**src/rtl/i2cbts_pkg.sv**
```systemverilog
// Shared types and constants of the buffered two-wire transfer sequencer.
package i2cbts_pkg;

    localparam int BUF_DEPTH = 128;
    localparam int BUF_AW    = (BUF_DEPTH > 1) ? $clog2(BUF_DEPTH) : 1;

    // request kinds
    localparam logic [2:0] REQ_BUS_EVENT  = 3'd0;
    localparam logic [2:0] REQ_LOAD_BYTE  = 3'd1;
    localparam logic [2:0] REQ_START_WR   = 3'd2;
    localparam logic [2:0] REQ_START_RD   = 3'd3;
    localparam logic [2:0] REQ_READ_BYTE  = 3'd4;
    localparam logic [2:0] REQ_TAKE_MSG   = 3'd5;

    // start request results
    localparam logic [1:0] RS_OK       = 2'd0;
    localparam logic [1:0] RS_BUSY     = 2'd1;
    localparam logic [1:0] RS_TOO_LONG = 2'd2;

    // bus status codes, low three bits cleared
    localparam logic [7:0] ST_BUS_ERROR    = 8'h00;
    localparam logic [7:0] ST_START        = 8'h08;
    localparam logic [7:0] ST_REP_START    = 8'h10;
    localparam logic [7:0] ST_SLA_W_ACK    = 8'h18;
    localparam logic [7:0] ST_SLA_W_NACK   = 8'h20;
    localparam logic [7:0] ST_DATA_W_ACK   = 8'h28;
    localparam logic [7:0] ST_DATA_W_NACK  = 8'h30;
    localparam logic [7:0] ST_SLA_R_ACK    = 8'h40;
    localparam logic [7:0] ST_SLA_R_NACK   = 8'h48;
    localparam logic [7:0] ST_DATA_R_ACK   = 8'h50;
    localparam logic [7:0] ST_DATA_R_NACK  = 8'h58;
    localparam logic [7:0] ST_SR_OWN_ADDR  = 8'h60;
    localparam logic [7:0] ST_SR_DATA_ACK  = 8'h80;
    localparam logic [7:0] ST_SR_DATA_NACK = 8'h88;
    localparam logic [7:0] ST_SR_GEN_ACK   = 8'h90;
    localparam logic [7:0] ST_SR_GEN_NACK  = 8'h98;
    localparam logic [7:0] ST_MASK         = 8'hF8;

    typedef enum logic [1:0] {
        MODE_IDLE  = 2'd0,
        MODE_READ  = 2'd1,
        MODE_WRITE = 2'd2
    } mode_t;

    localparam int IN_DATA_W  = 48;
    localparam int OUT_DATA_W = 40;

endpackage

```
**src/rtl/i2c_buffered_transfer_sequencer_core.sv**
```systemverilog
// Top level of the buffered two-wire transfer sequencer.
// A result is registered and appears in the cycle after its request transfer.
// Throughput: one request per cycle unless the sink stalls; the buffer is a
// single-port-per-side RAM with registered read; a request either reads or writes it.
// Reset (rst_n low, asynchronous) idles the sequencer, clears the index, length,
// address and message flag, sets the held ack bit; buffer contents stay undefined.
module i2c_buffered_transfer_sequencer_core
(
    input  logic                                 clk,
    input  logic                                 rst_n,
    input  logic                                 s_axis_tvalid,
    output logic                                 s_axis_tready,
    // [7:0] status_code, [15:8] rx_byte, [22:16] peer_address, [30:23] length,
    // [37:31] buf_index, [45:38] byte_value, [47:46] zero
    input  logic [i2cbts_pkg::IN_DATA_W-1:0]     s_axis_tdata,
    // [2:0] req_type
    input  logic [2:0]                           s_axis_tuser,
    output logic                                 m_axis_tvalid,
    input  logic                                 m_axis_tready,
    // [1:0] req_status, [2] release_bus, [3] send_start, [4] send_stop,
    // [5] ack_enable, [6] tx_valid, [14:7] tx_byte, [15] busy_res,
    // [16] msg_ready, [24:17] msg_length, [32:25] rd_byte, [39:33] zero
    output logic [i2cbts_pkg::OUT_DATA_W-1:0]    m_axis_tdata
);

    localparam int AW = i2cbts_pkg::BUF_AW;

    // Unpack the request fields.
    logic [2:0] req_type;
    logic [7:0] status_code;
    logic [7:0] rx_byte;
    logic [6:0] peer_address;
    logic [7:0] length;
    logic [6:0] buf_index;
    logic [7:0] byte_value;
    logic [7:0] status_m;

    assign req_type     = s_axis_tuser;
    assign status_code  = s_axis_tdata[7:0];
    assign rx_byte      = s_axis_tdata[15:8];
    assign peer_address = s_axis_tdata[22:16];
    assign length       = s_axis_tdata[30:23];
    assign buf_index    = s_axis_tdata[37:31];
    assign byte_value   = s_axis_tdata[45:38];
    assign status_m     = status_code & i2cbts_pkg::ST_MASK;

    // Sequencer state.
    logic [7:0]        byte_index_reg,  byte_index_next;
    logic [7:0]        xfer_len_reg,    xfer_len_next;
    logic [6:0]        remote_addr_reg, remote_addr_next;
    i2cbts_pkg::mode_t mode_reg,        mode_next;
    logic              msg_flag_reg,    msg_flag_next;
    logic              last_ack_reg,    last_ack_next;
    logic              last_start_reg,  last_start_next;

    // Result stage: everything but the buffer byte, which comes from the RAM register.
    logic              out_valid_reg;
    logic [1:0]        rstat_reg,  rstat_next;
    logic              rel_reg,    rel_next;
    logic              sto_reg,    sto_next;
    logic              txv_reg,    txv_next;
    logic              tx_mem_reg, tx_mem_next;   // tx byte comes from the buffer
    logic [7:0]        tx_addr_reg, tx_addr_next; // address byte when not from buffer
    logic              rd_mem_reg, rd_mem_next;   // rd_byte comes from the buffer
    logic              mem_ok_reg, mem_ok_next;   // buffer read was in range
    logic [7:0]        mlen_reg,   mlen_next;

    // Buffer RAM.
    logic [7:0]        buf_mem [i2cbts_pkg::BUF_DEPTH];
    logic [7:0]        rdata_reg;
    logic              rd_en, wr_en;
    logic [7:0]        rd_idx, wr_idx;
    logic [7:0]        wr_data;

    logic              accept;
    logic [7:0]        bi_inc;

    // A result waiting to be taken blocks the next request only if the sink stalls.
    assign s_axis_tready = !out_valid_reg || m_axis_tready;
    assign accept        = s_axis_tvalid && s_axis_tready;
    assign bi_inc        = byte_index_reg + 8'd1;

    always_comb
    begin
        byte_index_next  = byte_index_reg;
        xfer_len_next    = xfer_len_reg;
        remote_addr_next = remote_addr_reg;
        mode_next        = mode_reg;
        msg_flag_next    = msg_flag_reg;
        last_ack_next    = last_ack_reg;
        last_start_next  = last_start_reg;

        rstat_next   = i2cbts_pkg::RS_OK;
        rel_next     = 1'b0;
        sto_next     = 1'b0;
        txv_next     = 1'b0;
        tx_mem_next  = 1'b0;
        tx_addr_next = 8'd0;
        rd_mem_next  = 1'b0;
        mlen_next    = 8'd0;

        rd_en   = 1'b0;
        rd_idx  = 8'd0;
        wr_en   = 1'b0;
        wr_idx  = byte_index_reg;
        wr_data = rx_byte;

        case (req_type)
            i2cbts_pkg::REQ_BUS_EVENT:
            begin
                case (status_m)
                    i2cbts_pkg::ST_BUS_ERROR:
                    begin
                    end
                    i2cbts_pkg::ST_START, i2cbts_pkg::ST_REP_START:
                    begin
                        txv_next        = 1'b1;
                        tx_addr_next    = {remote_addr_reg, mode_reg == i2cbts_pkg::MODE_READ};
                        rel_next        = 1'b1;
                        last_start_next = 1'b0;
                    end
                    i2cbts_pkg::ST_SLA_W_ACK, i2cbts_pkg::ST_SLA_W_NACK:
                    begin
                        byte_index_next = 8'd1;
                        txv_next        = 1'b1;
                        tx_mem_next     = 1'b1;
                        rd_en           = 1'b1;
                        rd_idx          = 8'd0;
                        rel_next        = 1'b1;
                        last_start_next = 1'b0;
                        last_ack_next   = 1'b1;
                    end
                    i2cbts_pkg::ST_DATA_W_ACK, i2cbts_pkg::ST_DATA_W_NACK:
                    begin
                        rel_next        = 1'b1;
                        last_start_next = 1'b0;
                        last_ack_next   = 1'b1;
                        if (byte_index_reg < xfer_len_reg)
                        begin
                            txv_next        = 1'b1;
                            tx_mem_next     = 1'b1;
                            rd_en           = 1'b1;
                            rd_idx          = byte_index_reg;
                            byte_index_next = bi_inc;
                        end
                        else
                        begin
                            sto_next  = 1'b1;
                            mode_next = i2cbts_pkg::MODE_IDLE;
                        end
                    end
                    i2cbts_pkg::ST_SLA_R_ACK:
                    begin
                        byte_index_next = 8'd0;
                        rel_next        = 1'b1;
                        last_start_next = 1'b0;
                        last_ack_next   = (xfer_len_reg != 8'd1);
                    end
                    i2cbts_pkg::ST_SLA_R_NACK:
                    begin
                        rel_next        = 1'b1;
                        sto_next        = 1'b1;
                        last_start_next = 1'b0;
                        last_ack_next   = 1'b1;
                        mode_next       = i2cbts_pkg::MODE_IDLE;
                    end
                    i2cbts_pkg::ST_DATA_R_ACK, i2cbts_pkg::ST_DATA_R_NACK:
                    begin
                        // store at the old index, then advance
                        wr_en           = 1'b1;
                        byte_index_next = bi_inc;
                        rel_next        = 1'b1;
                        last_start_next = 1'b0;
                        if (xfer_len_reg == bi_inc)
                        begin
                            sto_next      = 1'b1;
                            last_ack_next = 1'b1;
                            msg_flag_next = 1'b1;
                            mode_next     = i2cbts_pkg::MODE_IDLE;
                        end
                        else
                        begin
                            last_ack_next = ({1'b0, bi_inc} + 9'd1 != {1'b0, xfer_len_reg});
                        end
                    end
                    i2cbts_pkg::ST_SR_OWN_ADDR:
                    begin
                        byte_index_next = 8'd0;
                        rel_next        = 1'b1;
                        last_start_next = 1'b0;
                        last_ack_next   = 1'b1;
                    end
                    i2cbts_pkg::ST_SR_DATA_ACK, i2cbts_pkg::ST_SR_DATA_NACK,
                    i2cbts_pkg::ST_SR_GEN_ACK, i2cbts_pkg::ST_SR_GEN_NACK:
                    begin
                        // the first byte of a slave message is its length
                        wr_en           = 1'b1;
                        byte_index_next = bi_inc;
                        if (bi_inc == 8'd1)
                        begin
                            xfer_len_next = rx_byte;
                        end
                        rel_next = 1'b1;
                        if (bi_inc == xfer_len_next)
                        begin
                            last_ack_next = 1'b1;
                            msg_flag_next = 1'b1;
                            mode_next     = i2cbts_pkg::MODE_IDLE;
                        end
                        else
                        begin
                            last_start_next = 1'b0;
                            last_ack_next   = ({1'b0, bi_inc} + 9'd1 != {1'b0, xfer_len_next});
                        end
                    end
                    default:
                    begin
                        rel_next = 1'b1;
                    end
                endcase
            end
            i2cbts_pkg::REQ_LOAD_BYTE:
            begin
                wr_en   = 1'b1;
                wr_idx  = {1'b0, buf_index};
                wr_data = byte_value;
            end
            i2cbts_pkg::REQ_START_WR, i2cbts_pkg::REQ_START_RD:
            begin
                if (mode_reg != i2cbts_pkg::MODE_IDLE)
                begin
                    rstat_next = i2cbts_pkg::RS_BUSY;
                end
                else if ({1'b0, length} > 9'(i2cbts_pkg::BUF_DEPTH))
                begin
                    rstat_next = i2cbts_pkg::RS_TOO_LONG;
                end
                else
                begin
                    remote_addr_next = peer_address;
                    xfer_len_next    = length;
                    mode_next        = (req_type == i2cbts_pkg::REQ_START_WR) ?
                                       i2cbts_pkg::MODE_WRITE : i2cbts_pkg::MODE_READ;
                    rel_next         = 1'b1;
                    last_start_next  = 1'b1;
                    last_ack_next    = 1'b1;
                end
            end
            i2cbts_pkg::REQ_READ_BYTE:
            begin
                rd_mem_next = 1'b1;
                rd_en       = 1'b1;
                rd_idx      = {1'b0, buf_index};
            end
            i2cbts_pkg::REQ_TAKE_MSG:
            begin
                if (msg_flag_reg)
                begin
                    msg_flag_next = 1'b0;
                    mlen_next     = xfer_len_reg;
                end
            end
            default:
            begin
            end
        endcase

        // Drop accesses beyond the buffer; out-of-range reads give zero.
        mem_ok_next = rd_en && ({1'b0, rd_idx} < 9'(i2cbts_pkg::BUF_DEPTH));
        rd_en       = mem_ok_next;
        wr_en       = wr_en && ({1'b0, wr_idx} < 9'(i2cbts_pkg::BUF_DEPTH));
    end

    // Control state.
    always_ff @(posedge clk or negedge rst_n)
    begin
        if (!rst_n)
        begin
            byte_index_reg  <= 8'd0;
            xfer_len_reg    <= 8'd0;
            remote_addr_reg <= 7'd0;
            mode_reg        <= i2cbts_pkg::MODE_IDLE;
            msg_flag_reg    <= 1'b0;
            last_ack_reg    <= 1'b1;
            last_start_reg  <= 1'b0;
            out_valid_reg   <= 1'b0;
        end
        else
        begin
            if (accept)
            begin
                byte_index_reg  <= byte_index_next;
                xfer_len_reg    <= xfer_len_next;
                remote_addr_reg <= remote_addr_next;
                mode_reg        <= mode_next;
                msg_flag_reg    <= msg_flag_next;
                last_ack_reg    <= last_ack_next;
                last_start_reg  <= last_start_next;
                out_valid_reg   <= 1'b1;
            end
            else if (m_axis_tready)
            begin
                out_valid_reg <= 1'b0;
            end
        end
    end

    // Result payload; held while the sink stalls since nothing is accepted then.
    always_ff @(posedge clk)
    begin
        if (accept)
        begin
            rstat_reg   <= rstat_next;
            rel_reg     <= rel_next;
            sto_reg     <= sto_next;
            txv_reg     <= txv_next;
            tx_mem_reg  <= tx_mem_next;
            tx_addr_reg <= tx_addr_next;
            rd_mem_reg  <= rd_mem_next;
            mem_ok_reg  <= mem_ok_next;
            mlen_reg    <= mlen_next;
        end
    end

    // Buffer RAM: at most one write or one registered read per transfer. Each request
    // either reads or writes, and a later request sees an earlier write, so no
    // forwarding is needed.
    always_ff @(posedge clk)
    begin
        if (accept && wr_en)
        begin
            buf_mem[wr_idx[AW-1:0]] <= wr_data;
        end
        if (accept && rd_en)
        begin
            rdata_reg <= buf_mem[rd_idx[AW-1:0]];
        end
    end

    logic [7:0] mem_byte;
    logic [7:0] tx_byte_o;
    logic [7:0] rd_byte_o;
    logic       busy_o;

    assign mem_byte  = mem_ok_reg ? rdata_reg : 8'd0;
    assign tx_byte_o = tx_mem_reg ? mem_byte : tx_addr_reg;
    assign rd_byte_o = rd_mem_reg ? mem_byte : 8'd0;
    assign busy_o    = (mode_reg != i2cbts_pkg::MODE_IDLE);

    assign m_axis_tvalid = out_valid_reg;
    assign m_axis_tdata  = {7'd0, rd_byte_o, mlen_reg, msg_flag_reg, busy_o, tx_byte_o,
                            txv_reg, last_ack_reg, sto_reg, last_start_reg, rel_reg,
                            rstat_reg};

endmodule

```
**config.mk**
```make
export PLATFORM = sky130hd
export DESIGN_NAME = i2c_buffered_transfer_sequencer_core
export DESIGN_NICKNAME = d
export VERILOG_FILES = /design/src/rtl/i2cbts_pkg.sv /design/src/rtl/i2c_buffered_transfer_sequencer_core.sv
export SDC_FILE = /design/constraint.sdc
export NUM_CORES = 1
export LEC_CHECK = 0
export ABC_CLOCK_PERIOD_IN_PS = 5300
export BUFFER_PORTS_ARGS = -buffer_cell sky130_fd_sc_hd__buf_2
export CAP_MARGIN = 10
export CORE_MARGIN = 5
export CORE_UTILIZATION = 44
export DETAILED_ROUTE_END_ITERATION = 10
export PLACE_DENSITY = 0.65
export RECOVER_POWER = 100
export SLEW_MARGIN = 20
export SYNTH_ARGS = -nofsm -noshare
export SYNTH_HDL_FRONTEND = slang
export SYNTH_SLANG_ARGS = --single-unit
```
**constraint.sdc**
```tcl
create_clock -name clk -period 5.3 [get_ports clk]
set_input_delay 0.53 -clock clk [delete_from_list [all_inputs] [get_ports clk]]
set_output_delay 0.53 -clock clk [all_outputs]
set_load 0.02 [all_outputs]
```
==> impl_metrics.yaml, run 1 <==
pwr:
  power_density_mw_per_mm2: 356.8
  p_seq_frac: 0.526
  switchingPower_mw: 4.125
  clockPowerShare: 0.408
  p_int_mw: 14.12
  pwr-share-comb: 0.067
  swShare: 0.2261
  vdd_ir_drop_max_uv: 290.1
  power.leakage_nw: 17.14
worst_setup_path:
  start_kind: "flip-flop"
  crit_type: "flip-flop to flip-flop"
  cp_cell_sequence: "inv_1 -> ha_1 -> nor2b_1 -> o211ai_1 -> a21oi_2 -> nor2_1 -> buf_4 -> a22oi_2 -> buf_4 -> nand2_1 -> a21oi_1 -> nor3_1 -> o21ai_0 -> a21oi_1 -> nor4_1"
  worst-r2r-cell-count: 15
  endpoint_kind: "flip-flop"
  worst_ep_required_time_ns: 5.67
  path_delay_family: "compound AO/OA/AOI/OAI gates"
  arrival_ns: 5.34
  path_buf_inv: 3
  critical_path.slowest_cell: "nor4_1"
  cp.depth: 15
  max_stage_delay_ns: 0.71
  path_max_fanout: 9
route:
  wl_met3_microns: 11290
  wl_met1_microns: 49400
  wirelength_microns: 122400
  ant_nets: 0
  routed_via_density: 5.826
  first_pass_iters: 6
  wl_met2_microns: 57250
  drc: 0
  wire_per_inst_microns: 24.09
  maxUsedRoutingLayer: "met5"
  initialDrtViolationCount: 3566
  vias: 29590
timing:
  period_share: 0.9372
  finClkSkew_ns: 0.02165
  setup-tns-final_ns: 0
  fin_crit_ns: 4.967
  hold_viol_final: 0
  relSlewSlack: -0.3606
  drv_slew: 197
  max_freq_mhz: 201.3
  tightest_slew_ns: 2.041
  rsz0062_at_grt: "false"
  setup_violations: 0
global_route:
  grt_overflow: 0
  grt_max_degree: 112
  grt_pass1_wl_microns: 182800
  globalRouteTotalUtil: 0.2153
  grt_pass1_vias: 28260
  antenna_found_initial: 3
yosys:
  synth.cell_area_sq_mm: 0.04564
  synthArstFlopShare: 0.02673
  ys_seq_area_frac: 0.7107
  synth_flop_cell: "edfxtp_1"
  ys_types: 91
  synth_warnings: 0
  syn_area_per_cell_sq_um: 12.97
  synth_edf_count: 1056
  syn_inst: 3519
  synth_seq_cells: 1085
placement:
  gp_congestion: 0.8687
  dp.cells: 4879
  placedInstanceArea_sq_mm: 0.04789
  dpl.hpwl_microns: 75060
  port_buffers: 84
min_path:
  hp-class: "input pin to flip-flop"
  hold_depth: 3
clocking:
  clock_latency_ns: 0.68
  cts-root-buf: "clkbuf_16"
  cts.sinks: 1085
  clkTransAtPathRegs_ns: 0.06
  cts_max_level: 3
  cts_tree: "yes"
  clock_path_buffers: 3
  cts_buffers: 107
  ctsResizeCount: 0
outcome:
  violations: "max-capacitance violations, max-slew violations"
  outcome: "finished with violations"
floorplanning:
  dieArea_sq_mm: 0.1103
  die_x_microns: 332.1
  die_h_microns: 332.1
  fp.coreArea_sq_mm: 0.1033
  core.rowCount: 118
  initial_core_util: 0.4416
  io_pins: 97
flow_run:
  maxCapViolCount: 4
final_layout:
  finalInstanceArea_sq_mm: 0.05113
  final_cells: 5079
  final_nets: 3675
  fillers: 8840
  areaGrowthSynthToFinish_pct: 12.02
  largest_reg_flops: 1024
  register_area_sq_mm: 0.03244
  drive_gt1_frac: 0.09684
  multi_input_area_sq_mm: 0.01210
==> per-stage QoR <==
step	hold slack, ns	util	power [mW]	setup slack [ns]
3_5_place_dp	0.4618	0.4634	10.99	0.6104
2_1_floorplan	0.2344	-	10.52	1.651
5_1_grt	0.04313	0.4947	18.80	0.1447
6_report	0.04157	0.4947	18.24	0.3328
3_3_place_gp	0.4547	0.4634	10.97	0.5585
4_1_cts	0.02118	0.4967	18.31	0.5631
==> worst reg2reg max path, delay by kind of cell, from the launching register on <==
family / cells / cell delay (ns)
compound gates: 6 / 2.05
fa+ha+maj: 1 / 0.28
buf+inv: 3 / 0.58
flops: 1 / 0.48
simple gates: 5 / 1.28
==> layout make-up <==
| cell class | instances | area share |
|---|---|---|
| flip-flops and latches | 1085 | 0.6344 |
| clock buffers | 132 | 0.05462 |
| clock inverters | 65 | 0.01243 |
| inverters | 27 | 0.001982 |
| multi-input cells | 2192 | 0.2367 |
| repair buffers | 196 | 0.02601 |
| well taps | 1380 | 0.03377 |
| diodes | 2 | 0.00009789 |
==> cells in the mapped netlist (13+ instances only) <==
master / count / area share
o21ai_0: 70 / 0.0077
nor2_1: 194 / 0.016
nand4_1: 20 / 0.0027
and2_1: 19 / 0.0026
o221ai_1: 22 / 0.0042
nand2_1: 787 / 0.065
mux2i_1: 115 / 0.025
nor3_1: 37 / 0.0041
a311oi_1: 15 / 0.0029
buf_4: 26 / 0.0043
nor4_1: 20 / 0.0027
o21ai_1: 13 / 0.0014
a221oi_1: 16 / 0.0031
buf_2: 66 / 0.0072
a31oi_1: 77 / 0.011
mux2_2: 27 / 0.0067
dfrtp_1: 28 / 0.015
o22ai_1: 39 / 0.0053
nand3_1: 243 / 0.027
clkbuf_1: 108 / 0.0089
and3_1: 56 / 0.0077
edfxtp_1: 1056 / 0.69
a32o_1: 21 / 0.0046
nand2b_1: 15 / 0.0021
a22oi_1: 17 / 0.0028
buf_1: 14 / 0.0012
a211oi_1: 38 / 0.0063
inv_1: 24 / 0.0020
a21oi_1: 136 / 0.015
xnor2_1: 18 / 0.0035
==> repair_timing <==
action / CTS / global route
endpoints found under the hold margin: 28 / 0
hold buffers: 1 / 0
setup buffers: 0 / 0
==> kinds of logic (layout without fill, tap and decap cells) <==
family | count (synthesis) | in the layout | synth area share
and+or+nand+nor | 1437 | 1437 | 0.1381
muxes | 142 | 142 | 0.03188
adders and majority gates | 11 | 11 | 0.003015
AOI/OAI and AO/OA | 564 | 564 | 0.08334
DFF | 1085 | 1085 | 0.7107
buffers and inverters | 248 | 420 | 0.02549
other | 1 | 9 | 0.00008216
xor gates and xnor gates | 31 | 31 | 0.007429
==> cell usage in the layout, fill, tap and decap left out, types with 20 or more instances in the layout <==
master / n
nand4_1: 21
mux2_2: 23
nand2_1: 786
nand3_1: 243
nor3_1: 37
buf_2: 45
o221ai_1: 22
mux2i_1: 115
clkbuf_1: 69
o21ai_0: 70
clkinv_1: 30
clkbuf_2: 20
o22ai_1: 39
dfrtp_1: 28
edfxtp_1: 1056
buf_4: 69
a211oi_1: 38
and3_1: 56
a31oi_1: 76
nor2_1: 193
clkbuf_16: 108
a32o_1: 21
inv_1: 24
nor4_1: 22
a21oi_1: 134
==> per-layer routing <==
| metal | GRT usage | vias up |
|---|---|---|
| li1 | - | 13340 |
| met4 | 0.07420 | 2 |
| met3 | 0.03512 | 243 |
| met1 | 0.3028 | 14600 |
| met5 | 0 | - |
| met2 | 0.3440 | 1414 |
==> worst paths after layout <==
| path | startpoint | to | slack, ns |
|---|---|---|---|
| max | xfer_len_reg[1] | rdata_reg[2] | 0.33 |
| min | s_axis_tdata[17] | remote_addr_reg[1] | 0.04 |
| max reg2reg | xfer_len_reg[1] | rdata_reg[2] | 0.33 |
| min reg2reg | remote_addr_reg[0] | remote_addr_reg[0] | 0.48 |
| max in group asynchronous | rst_n | remote_addr_reg[2] | 3.37 |
| min in group asynchronous | rst_n | xfer_len_reg[4] | 0.88 |
==> power by group through the flow <==
stage / Sequential (mW) / Clock, mW / Combinational (mW)
after floorplan: 9.75 / 0 / 0.768
after global placement: 9.76 / 0 / 1.21
after detailed placement: 9.76 / 0 / 1.23
after CTS: 9.58 / 7.50 / 1.23
after global routing: 9.59 / 7.90 / 1.31
final: 9.59 / 7.44 / 1.22
Power figures use the tool's default switching activity.
==> inputs of run 2 (changes only) <==
--- a/config.mk
+++ b/config.mk
@@ -5,7 +5,8 @@
 export SDC_FILE = /design/constraint.sdc
 export NUM_CORES = 1
 export LEC_CHECK = 0
-export ABC_CLOCK_PERIOD_IN_PS = 5300
+export ABC_AREA = 1
+export ABC_CLOCK_PERIOD_IN_PS = 4600
 export BUFFER_PORTS_ARGS = -buffer_cell sky130_fd_sc_hd__buf_2
 export CAP_MARGIN = 10
 export CORE_MARGIN = 5
==> constraint.sdc (replaced) <==
create_clock -name clk -period 4.6 [get_ports clk]
set_input_delay 0.46 -clock clk [delete_from_list [all_inputs] [get_ports clk]]
set_output_delay 0.46 -clock clk [all_outputs]
set_load 0.02 [all_outputs]
==> impl_metrics.yaml, run 2 <==
worst_setup_path:
  arrival_ns: 4.63
  endpoint_kind: "flip-flop"
  crit_type: "input pin to flip-flop"
  max_stage_delay_ns: 2.02
  path_buf_inv: 4
  path_delay_family: "compound AO/OA/AOI/OAI gates"
  start_kind: "input pin"
  worst_ep_required_time_ns: 4.96
  cp_cell_sequence: "clkbuf_1 -> inv_1 -> nor2_1 -> nand2_1 -> buf_4 -> a21oi_1 -> clkbuf_2"
  path_max_fanout: 36
  critical_path.slowest_cell: "a21oi_1"
min_path:
  hp-class: "input pin to flip-flop"
timing:
  max_freq_mhz: 234.5
  setup_violations: 0
  period_share: 0.9270
  hold_viol_final: 0
  setup_slack_ns: 0.3359
  tightest_slew_ns: 3.161
  finClkSkew_ns: 0.02015
  drv_slew: 789
  setup-tns-final_ns: 0
  rsz0062_at_grt: "false"
  relSlewSlack: -1.107
  fin_crit_ns: 4.264
pwr:
  power.leakage_nw: 21.07
  power_density_mw_per_mm2: 401.9
  pwr-share-comb: 0.091
  vdd_ir_drop_max_uv: 331.9
  swShare: 0.2408
  clockPowerShare: 0.406
  p_seq_frac: 0.503
  switchingPower_mw: 5.327
  p_int_mw: 16.80
clocking:
  cts_max_level: 3
  ctsResizeCount: 0
  clock_latency_ns: 0.69
  cts_tree: "yes"
  cts.sinks: 1085
  clock_path_buffers: 3
  cts_setup_buffers: 0
  clkTransAtPathRegs_ns: 0.06
  cts-root-buf: "clkbuf_16"
  cts_buffers: 111
yosys:
  synth_top_cell_by_area: "edfxtp_1"
  yosys.area_share.simple: 0.2503
  synth_edf_count: 1056
  synth_seq_cells: 1085
  ys_types: 49
  synth-xor-area-share: 0.002294
  synth_area_leaders: "edfxtp_1 64%, nand3_1 10%, nand2_1 6.6%"
  synth_top_family_by_area: "simple AND/OR/NAND/NOR gates"
  synth_compound_area_frac: 0.01157
  synthArstFlopShare: 0.02673
  syn_inst: 4724
  ys_seq_area_frac: 0.6535
  synth_flop_cell: "edfxtp_1"
  synth_warnings: 0
  syn_area_per_cell_sq_um: 10.51
  synth_top_area_share: 0.6389
  synthMostInstantiatedCell: "edfxtp_1"
  synth_fa_ha_area_frac: 0.002773
  yosys-top-cells-count: "1,056 x edfxtp_1, 1,030 x nand3_1, 878 x nand2_1"
  synth.cell_area_sq_mm: 0.04964
  yosys-mux-area-fraction: 0.0004537
final_layout:
  final_common_cell: "edfxtp_1"
  areaGrowthSynthToFinish_pct: 10.92
  finalInstanceArea_sq_mm: 0.05506
  fillers: 9989
  largest_reg_flops: 1024
  final_nets: 4774
  final_cell_mix: "1,056 x edfxtp_1, 1,030 x nand3_1, 879 x nand2_1"
  drive_gt1_frac: 0.06460
  multi_input_area_sq_mm: 0.01333
  fin_util: 0.4901
  register_area_sq_mm: 0.03244
placement:
  placedInstanceArea_sq_mm: 0.05170
  place_ws_ns: 0.6576
  port_buffers: 84
  gp_congestion: 0.8949
  dpl.hpwl_microns: 72610
route:
  ant_nets: 0
  wire_per_inst_microns: 20.35
  initialDrtViolationCount: 3256
  drc: 0
  first_pass_iters: 6
  wirelength_microns: 128200
  vias: 34010
  routed_via_density: 5.397
floorplanning:
  fp.coreArea_sq_mm: 0.1123
  die_h_microns: 345.9
  io_pins: 97
  core.rowCount: 123
  die_x_microns: 345.9
  initial_core_util: 0.4418
  dieArea_sq_mm: 0.1196
global_route:
  use_met2: 0.3343
  busiest_layer: "met2"
  grt_max_degree: 183
  grt_pass1_vias: 32340
  globalRouteTotalUtil: 0.2078
  grt_use_met1: 0.2857
  grt_overflow: 0
  antenna_found_initial: 1
  grt_use_met3: 0.03575
  grt_pass1_wl_microns: 194000
flow_run:
  maxCapViolCount: 12
outcome:
  outcome: "finished with violations"
  violations: "max-capacitance violations, max-slew violations"
-- run 2: path summary, 6_finish.rpt --
| check | startpoint | end | slack, ns | depth (start not counted) |
|---|---|---|---|---|
| worst max-delay path | s_axis_tuser[0] | buf_mem[19][4] | 0.34 | 7 |
| worst min-delay path | s_axis_tdata[16] | remote_addr_reg[0] | 0.04 | 3 |
| worst max register to register | byte_index_reg[1] | buf_mem[111][4] | 0.60 | 7 |
| worst min register to register | mode_reg[0] | mode_reg[0] | 0.50 | 2 |
| max in group asynchronous | rst_n | byte_index_reg[1] | 2.69 | 2 |
| min in group asynchronous | rst_n | m_axis_tvalid | 0.83 | 2 |
-- run 2: through the flow --
stage / total power, mW / hold WS (ns) / cells
6_report: 22.13 / 0.04148 / 6301
5_1_grt: 22.87 / 0.03386 / 6299
4_1_cts: 22.25 / 0.002200 / 6299
3_5_place_dp: 13.34 / 0.4825 / 6092
3_3_place_gp: 13.32 / 0.4745 / 6092
2_1_floorplan: 12.66 / 0.1644 / 4730
-- run 2: final cells by class --
type,instances,area share
sequential,1085,0.5892
multi-input combinational,2683,0.2422
clock buffer,135,0.05325
inverter,666,0.04559
tap,1500,0.03409
timing repair buffer,161,0.02316
clock inverter,69,0.01245
antenna,2,0.00009090
-- run 2: cell families after synthesis --
kind of cell    after synthesis
simple gates               2556
flops                      1085
buf+inv                     962
compound gates               97
fa+ha+maj                    11
xor+xnor                     10
mux                           2
other cells                   1
-- run 2: layer usage --
layer	part of all wire	vias up
met2	0.47	1358
li1	-	16020
met1	0.41	16380
met5	0	-
met4	0.036	0
met3	0.082	249
-- run 2: worst reg2reg max path, stage by stage (launching register included) --
cell and delay [ns]:
dfrtp_1 0.44, inv_1 0.17, nand2_1 0.08, o21ai_0 0.25, inv_1 0.19, nand4_1 0.14
clkbuf_1 1.62, nor2_1 0.67
-- run 2: what timing repair did --
| action | in CTS | in global routing |
|---|---|---|
| setup endpoints to repair | 0 | 0 |
| endpoints found under the hold margin | 30 | 0 |
| hold buffers | 3 | 0 |
-- run 2: power by group through the flow --
stage	registers (mW)	logic, mW	clock network [mW]
final	11.1	2.00	8.99
after global routing	11.1	2.21	9.53
after CTS	11.1	2.04	9.11
after detailed placement	11.3	2.03	0
after global placement	11.3	2.00	0
after floorplan	11.3	1.33	0
